--- src/rtl/gans_pkg.sv ---
`default_nettype none

package gans_pkg;

   localparam int CELLS    = 4096;
   localparam int CELL_W   = 12;
   localparam int SIDE_W   = 6;
   localparam int CFG_W    = 7;
   localparam int COST_W   = 13;
   localparam int HEUR_W   = 7;
   localparam int SIDE_MAX = 64;

   localparam logic [COST_W-1:0] COST_NONE = '1;

   localparam logic REQ_LOAD   = 1'b0;
   localparam logic REQ_SEARCH = 1'b1;

   localparam logic REG_GRID_ROWS = 1'b0;
   localparam logic REG_GRID_COLS = 1'b1;

   localparam logic [1:0] DIR_RIGHT = 2'd0;
   localparam logic [1:0] DIR_LEFT  = 2'd1;
   localparam logic [1:0] DIR_DOWN  = 2'd2;
   localparam logic [1:0] DIR_UP    = 2'd3;

   typedef struct packed {
      logic              passable;
      logic [COST_W-1:0] cost;
      logic [CELL_W-1:0] parent;
      logic [SIDE_W-1:0] row;
      logic [SIDE_W-1:0] col;
   } cell_entry_type;

   typedef struct packed {
      logic [COST_W-1:0] pri;
      logic [CELL_W-1:0] node;
   } heap_entry_type;

   function automatic logic [CFG_W-1:0] clamp_side(input logic [CFG_W-1:0] v);
      logic [CFG_W-1:0] r;
      r = v;
      if (v == '0) r = CFG_W'(1);
      else if (v > CFG_W'(SIDE_MAX)) r = CFG_W'(SIDE_MAX);
      return r;
   endfunction

   function automatic logic [HEUR_W-1:0] manhattan(input logic [SIDE_W-1:0] r1,
                                                   input logic [SIDE_W-1:0] c1,
                                                   input logic [SIDE_W-1:0] r2,
                                                   input logic [SIDE_W-1:0] c2);
      logic [SIDE_W-1:0] dr;
      logic [SIDE_W-1:0] dc;
      dr = (r1 > r2) ? r1 - r2 : r2 - r1;
      dc = (c1 > c2) ? c1 - c2 : c2 - c1;
      return HEUR_W'(dr) + HEUR_W'(dc);
   endfunction

endpackage

`default_nettype wire

--- src/rtl/gans_divider.sv ---
`default_nettype none

module gans_divider
   import gans_pkg::*;
(
   input  wire logic              clock,
   input  wire logic              reset,
   input  wire logic              go,
   input  wire logic [CELL_W-1:0] dividend,
   input  wire logic [CFG_W-1:0]  divisor,
   output logic                   done,
   output logic [CELL_W-1:0]      quotient,
   output logic [CFG_W-1:0]       remainder
);

   localparam int CNT_W = $clog2(CELL_W + 1);

   logic [CNT_W-1:0]  cnt_ff;
   logic              done_ff;
   logic [CELL_W-1:0] quo_ff;
   logic [CFG_W-1:0]  rem_ff;
   logic [CFG_W:0]    shifted;
   logic [CFG_W:0]    trial;

   assign shifted = {rem_ff, quo_ff[CELL_W-1]};
   assign trial   = shifted - {1'b0, divisor};

   always_ff @(posedge clock) begin
      if (reset) begin
         cnt_ff  <= '0;
         done_ff <= 1'b0;
      end else begin
         done_ff <= 1'b0;
         if (go) begin
            cnt_ff <= CNT_W'(CELL_W);
            quo_ff <= dividend;
            rem_ff <= '0;
         end else if (cnt_ff != '0) begin
            if (shifted >= {1'b0, divisor}) begin
               rem_ff <= trial[CFG_W-1:0];
               quo_ff <= {quo_ff[CELL_W-2:0], 1'b1};
            end else begin
               rem_ff <= shifted[CFG_W-1:0];
               quo_ff <= {quo_ff[CELL_W-2:0], 1'b0};
            end
            cnt_ff <= cnt_ff - 1'b1;
            if (cnt_ff == CNT_W'(1)) done_ff <= 1'b1;
         end
      end
   end

   assign done      = done_ff;
   assign quotient  = quo_ff;
   assign remainder = rem_ff;

endmodule

`default_nettype wire

--- config.mk ---
export PLATFORM = sky130hd
export DESIGN_NAME = gans_divider
export DESIGN_NICKNAME = d
export VERILOG_FILES = /design/src/rtl/gans_pkg.sv /design/src/rtl/gans_divider.sv
export SDC_FILE = /design/constraint.sdc
export NUM_CORES = 1
export LEC_CHECK = 0
export BUFFER_PORTS_ARGS = -buffer_cell sky130_fd_sc_hd__buf_4
export CORE_MARGIN = 1.5
export CORE_UTILIZATION = 55
export DETAILED_ROUTE_END_ITERATION = 10
export GPL_ROUTABILITY_DRIVEN = 1
export HOLD_SLACK_MARGIN = 0.15
export PLACE_DENSITY = 0.92
export SETUP_SLACK_MARGIN = 0.2
export SYNTH_ARGS = -nofsm -noshare
export SYNTH_HDL_FRONTEND = slang
export SYNTH_SLANG_ARGS = --single-unit
--- constraint.sdc ---
create_clock -name clock -period 4.3 [get_ports clock]
set_input_delay 0.215 -clock clock [delete_from_list [all_inputs] [get_ports clock]]
set_output_delay 0.215 -clock clock [all_outputs]
set_load 0.02 [all_outputs]
# After elaboration in Yosys (flattened, before gate mapping)
# Cells that the tools add are included.
[totals] regBits=24 wordCells=24
[op_classes] addsub=2 magnitude_cmp=1 n_eq_ne=1 n_mux=8 bitwise=2 n_reduce_logical=5
[ops] operator="2-to-1 mux 12 bit" n=2
[ops] operator="2-to-1 mux 7 bit" n=2
[ops] operator="greater-or-equal comparator 8 x 7 -> 1 bit" n=1
[ops] operator="2-to-1 mux 4 bit" n=2
[ops] operator="subtractor 7 bit" n=1
[ops] operator="== test 4 x 1 -> 1 bit, second input constant" n=1
[ops] operator="nonzero test 4 bit" n=1
[ops] operator="subtractor 4 x 1 -> 4 bit, second input constant" n=1
[ops] operator="OR reduction 3 bit" n=1
[ops] operator="2-to-1 mux 1 bit" n=2
[ops] operator="inverter 1 bit" n=2
[ops] operator="AND reduction 2 bit" n=1
[ops] operator="nonzero test 2 bit" n=1
[ops] operator="OR reduction 2 bit" n=1

# Logic depth before layout (Yosys ltp)
[depth] depth_word=4 ltp_mapped=8

# Least setup slack after synthesis
# OpenSTA, ideal clock, no wires.
[synth_path] path_kind="reg2reg" startpoint="register quo_ff[11], in the netlist quotient[11]" endpoint="register rem_ff[6], in the netlist remainder[6] (data pin)" setup_ns=0.254 t_arrival_ns=1.990 t_required_ns=4.046 slack_ns=2.056 path_stages_with_launch=9 path_buffers=0 path_cell_list="edfxtp_1 > inv_1 > ha_1 > fa_1 > nand2b_1 > o2bb2ai_2 > a31o_2 > and3_1 > o21a_1"
[synth_between] elab_chain_cells=3 word_cells_on_any_way=4 cone_classes="add/sub (1); order compare (1); mux (2)"
[synth_rtl] item="start: declaration" line_no="gans_divider.sv:20" source="logic [CELL_W-1:0] quo_ff;"
[synth_rtl] item="start signal: assignment" line_no="gans_divider.sv:36" source="quo_ff <= dividend;"
[synth_rtl] item="start signal: assignment" line_no="gans_divider.sv:41" source="quo_ff <= {quo_ff[CELL_W-2:0], 1'b1};"
[synth_rtl] item="start signal: assignment" line_no="gans_divider.sv:44" source="quo_ff <= {quo_ff[CELL_W-2:0], 1'b0};"
[synth_rtl] item="subtractor 7 bit / greater-or-equal comparator 8 x 7 -> 1 bit (equally long branches)" line_no="gans_divider.sv:26, gans_divider.sv:39"
[synth_rtl] item="2-to-1 mux 7 bit *" line_no="gans_divider.sv:39" source="if (shifted >= {1'b0, divisor}) begin"
[synth_rtl] item="2-to-1 mux 7 bit *" line_no="gans_divider.sv:38" source="end else if (cnt_ff != '0) begin"
[synth_rtl] item="end signal: assignment" line_no="gans_divider.sv:40" source="rem_ff <= trial[CFG_W-1:0];"
[synth_rtl] item="end signal: assignment" line_no="gans_divider.sv:43" source="rem_ff <= shifted[CFG_W-1:0];"
[synth_rtl] item="end: declaration" line_no="gans_divider.sv:21" source="logic [CFG_W-1:0] rem_ff;"
# Mark *: on every way between the ends. The rest lies on a longest branch, timed or not. The select of a mux whose other input is x is not followed.
# A chain may end at the register's enable or synchronous reset.

# Worst setup path after layout
[layout_path] startpoint="register quo_ff[11], in the netlist quotient[11]" endpoint="register rem_ff[4], in the netlist remainder[4] (data pin)"
# Same word-level chain as after synthesis.

==> metrics.md <==
| Metric | Value |
|---|---|
| Status | `complete, no violations` |
| Number of post-CTS setup repair buffers | `0` |
| Post-Synth Simple-Gate Area | `0.118` |
| Hold Vio Cnt, Final | `0` |
| DRC Markers | `0` |
| Iteration-0 DRC Markers | `17` |
| Req. time, crit path | `between 4 and 5 ns` |
| Final net count | `208` |
| PD cells | `384 mW/mm²` |
| Main synth FF type | `edfxtp_1` |
| Die area | `a little under 0.003 mm²` |
| Crit path largest cell delay | `0.41 ns` |
| Clock Skews | `~0.0018 ns` |
| CP max FO | `6` |
| Clk_lat worst skew | `~0.32 ns` |
| Htree depth | `1` |
| Share of layout cells above drive strength 1 | `0.349` |
| YS warnings | `0` |
| Wire per inst | `17.0 µm` |
| Detailed Routing Iterations Pass 1 | `4` |
| Worst min-delay path class | `input pin to flip-flop` |
| Synthesized area per cell | `10.9 µm²` |
| Final WL | `3480 µm` |
| Post-synthesis sequential area ratio | `0.465` |
| IO Pins | `42` |
| Core footprint | `roughly 0.0025 mm²` |
| Crit-path cells | `inv_1 -> ha_1 -> fa_1 -> nand2b_1 -> o2bb2ai_2 -> a31oi_1 -> o21ai_0 -> a21oi_1` |
| Pin count of the biggest net entering global routing | `23` |
| Vias per cell | `~5.9` |
| Area Growth Syn to Fin | `27.1%` |
| Async SR Flop Fraction | `0` |
| Root Buffer | `clkbuf_4` |
| Distinct cells, synth | `38` |
| EDFF count, synth | `19` |
| Period utilization | `0.540` |
| Vias | `1205` |
| Initial Utilization | `0.582` |
| Highest Clock Rate | `approximately 430 MHz` |
| Delay-heaviest family, CP | `compound AO/OA/AOI/OAI gates` |
| Critical Path Source Type | `flip-flop` |
| Largest family of logic cells by synthesized area | `compound AO/OA/AOI/OAI gates` |
| Post-CTS Resized | `0` |
| Synth Area in Compound Gates | `0.143` |
| # Max-Cap Violations | `0` |
| RePlAce Congestion | `0.854` |
| Bufs on Longest Clock Path | `2` |
| Port buffer count | `41` |
| Netlist Area Pre-Place | `between 0.001 and 0.0015 mm²` |
| Num Clock Sinks | `24` |
| Multi-input gate area | `roughly 700 µm²` |
| Mapped Cells | `around 130` |
| Slowest stage cell, crit path | `fa_1` |
| Tightest Pin Transition | `between 1 and 1.5 ns` |
| Clk slew on worst S/H paths | `between 0.1 and 0.15 ns` |
| Hpwl dp | `2610 µm` |
| Diodes inserted | `0` |
| Fill cells | `about 160` |
| Leakage | `0.000785 µW` |
| Minimum clock period | `2.32 ns` |
| Total design power | `703 µW` |
| RSZ-0062 raised after global routing | `false` |
| CTS buffer count | `3` |
| Die height | `54.2 µm` |
| First-pass GRT wire length | `~5400 µm` |
| Antenna viol nets, final | `0` |
| Reg2Reg Setup Slack | `around 2.0 ns` |
| Crit Path Class | `flip-flop to flip-flop` |
| Die Wd | `approximately 54 µm` |
| Post-synth net total | `roughly 160` |
| Storage cell area | `about 670 µm²` |
| Crit end category | `flip-flop` |
| Adder-cell share of the synthesized area | `0.0919` |
| Bufs and invs on worst path | `1` |
| Rows | `18` |
| #FFs+latches synth | `24` |
| Slew headroom | `0.242` |
| Synth Area in XOR/XNOR | `0.0182` |
| Peak supply drop | `between 0.0003 and 0.0004 V` |
| CTS tree | `built` |
| Vias in the first global route | `~1200` |
| Mux contribution to synthesized area | `0.114` |
| Setup TNS | `0 ns` |
| Aggregate global routing overflow | `0` |
| Initial antenna violation count | `0` |
| Critical path data arrival time | `about 2.5 ns` |
| Setup violators final | `0` |
| Gr usage total | `0.264` |
| Final slew viol count | `0` |
[power by group]
part	leakage [µW]	internal [µW]	switching, µW
Sequential	0.000227	284	19.1
Combinational	0.000532	114	139
Clock	0.0000261	71.1	75.3
[layout make-up]
class	instances	share of cell area
clock buffers	4	0.0259
repair buffers	42	0.173
flip-flops and latches	24	0.366
inverters	14	0.0287
multi-input cells	91	0.386
well taps	30	0.0205
[path summary, 6_finish.rpt]
check,to,start,cells past startpoint
worst min-delay path,quotient[3]$_DFFE_PP_,dividend[3],2
worst max-delay path,remainder[4]$_SDFFCE_PP0P_,quotient[11]$_DFFE_PP_,8
worst max register to register,remainder[4]$_SDFFCE_PP0P_,quotient[11]$_DFFE_PP_,8
worst min register to register,cnt_ff[2]$_SDFFE_PP0N_,cnt_ff[3]$_SDFFE_PP0N_,2
[worst reg2reg max path, stage by stage (launching register included)]
cell and delay [ns]:
edfxtp_1 0.40, inv_1 0.05, ha_1 0.21, fa_1 0.41, nand2b_1 0.20, o2bb2ai_2 0.17
a31oi_1 0.37, o21ai_0 0.19, a21oi_1 0.18
[registers in the layout, indices dropped and copies added (netlist names)]
signal,cells
remainder,7
done,1
cnt_ff,4
quotient,12
[cells in the final DEF (no fill, tap or decap), drive strengths merged, types with 2 or more instances in the layout]
cell type | netlist | layout
a21oi | 10 | 10
clkbuf | 1 | 4
mux2i | 3 | 3
dfxtp | 5 | 5
edfxtp | 19 | 19
xnor2 | 3 | 3
nand2 | 4 | 4
mux2 | 12 | 12
nor3b | 2 | 2
a211oi | 2 | 2
inv | 14 | 14
nand3 | 4 | 4
ha | 9 | 9
o21a | 3 | 3
nor2 | 8 | 8
a31oi | 3 | 3
o21ai | 6 | 6
or3 | 2 | 2
buf | 2 | 41
nor3 | 4 | 4
[synthesized netlist by cell type (all sizes together), types with 2 or more instances]
cell	number	area share
or3	2	0.0087
o21ai	6	0.021
xnor2	3	0.018
dfxtp	5	0.069
ha	9	0.078
inv	14	0.036
a211oi	2	0.010
buf	2	0.010
o21a	3	0.016
nand3	4	0.014
mux2	12	0.094
edfxtp	19	0.40
a31oi	3	0.013
a21oi	10	0.035
mux2i	3	0.021
nor3b	2	0.010
nor2	8	0.021
nor3	4	0.014
nand2	4	0.010
[metal layers]
| metal | global-route usage | part of all wire | up-vias | routed length, µm |
|---|---|---|---|---|
| met5 | 0 | 0 | - | 0 |
| met1 | 0.269 | 0.38 | 571 | 1320 |
| met3 | 0.0656 | 0.044 | 16 | 153 |
| li1 | - | - | 579 | - |
| met4 | 0.158 | 0.038 | 0 | 131 |
| met2 | 0.480 | 0.54 | 39 | 1870 |
[per-stage QoR]
step	utilization	area (µm²)	hold WS (ns)	setup WS, ns	instances
after global placement	0.717	1780	0.423	2.15	200
final	0.740	1830	0.184	1.98	205
after CTS	0.740	1830	0.182	1.99	205
after detailed placement	0.717	1780	0.439	2.07	200
after floorplan	-	1440	0.284	2.06	132
after global routing	0.740	1830	0.165	1.78	205
[repair_timing]
item	CTS	global route
setup endpoints to repair	0	0
hold buffers	1	0
endpoints found under the hold margin	4	0
[cells by family (layout without fill, tap and decap cells)]
family | count (synthesis) | after routing
xor gates and xnor gates | 3 | 3
muxes | 15 | 15
AOI/OAI and AO/OA | 31 | 31
DFF | 24 | 24
buffers and inverters | 17 | 60
and+or+nand+nor | 32 | 32
adders and majority gates | 10 | 10
(Power assumes the default switching activity.)
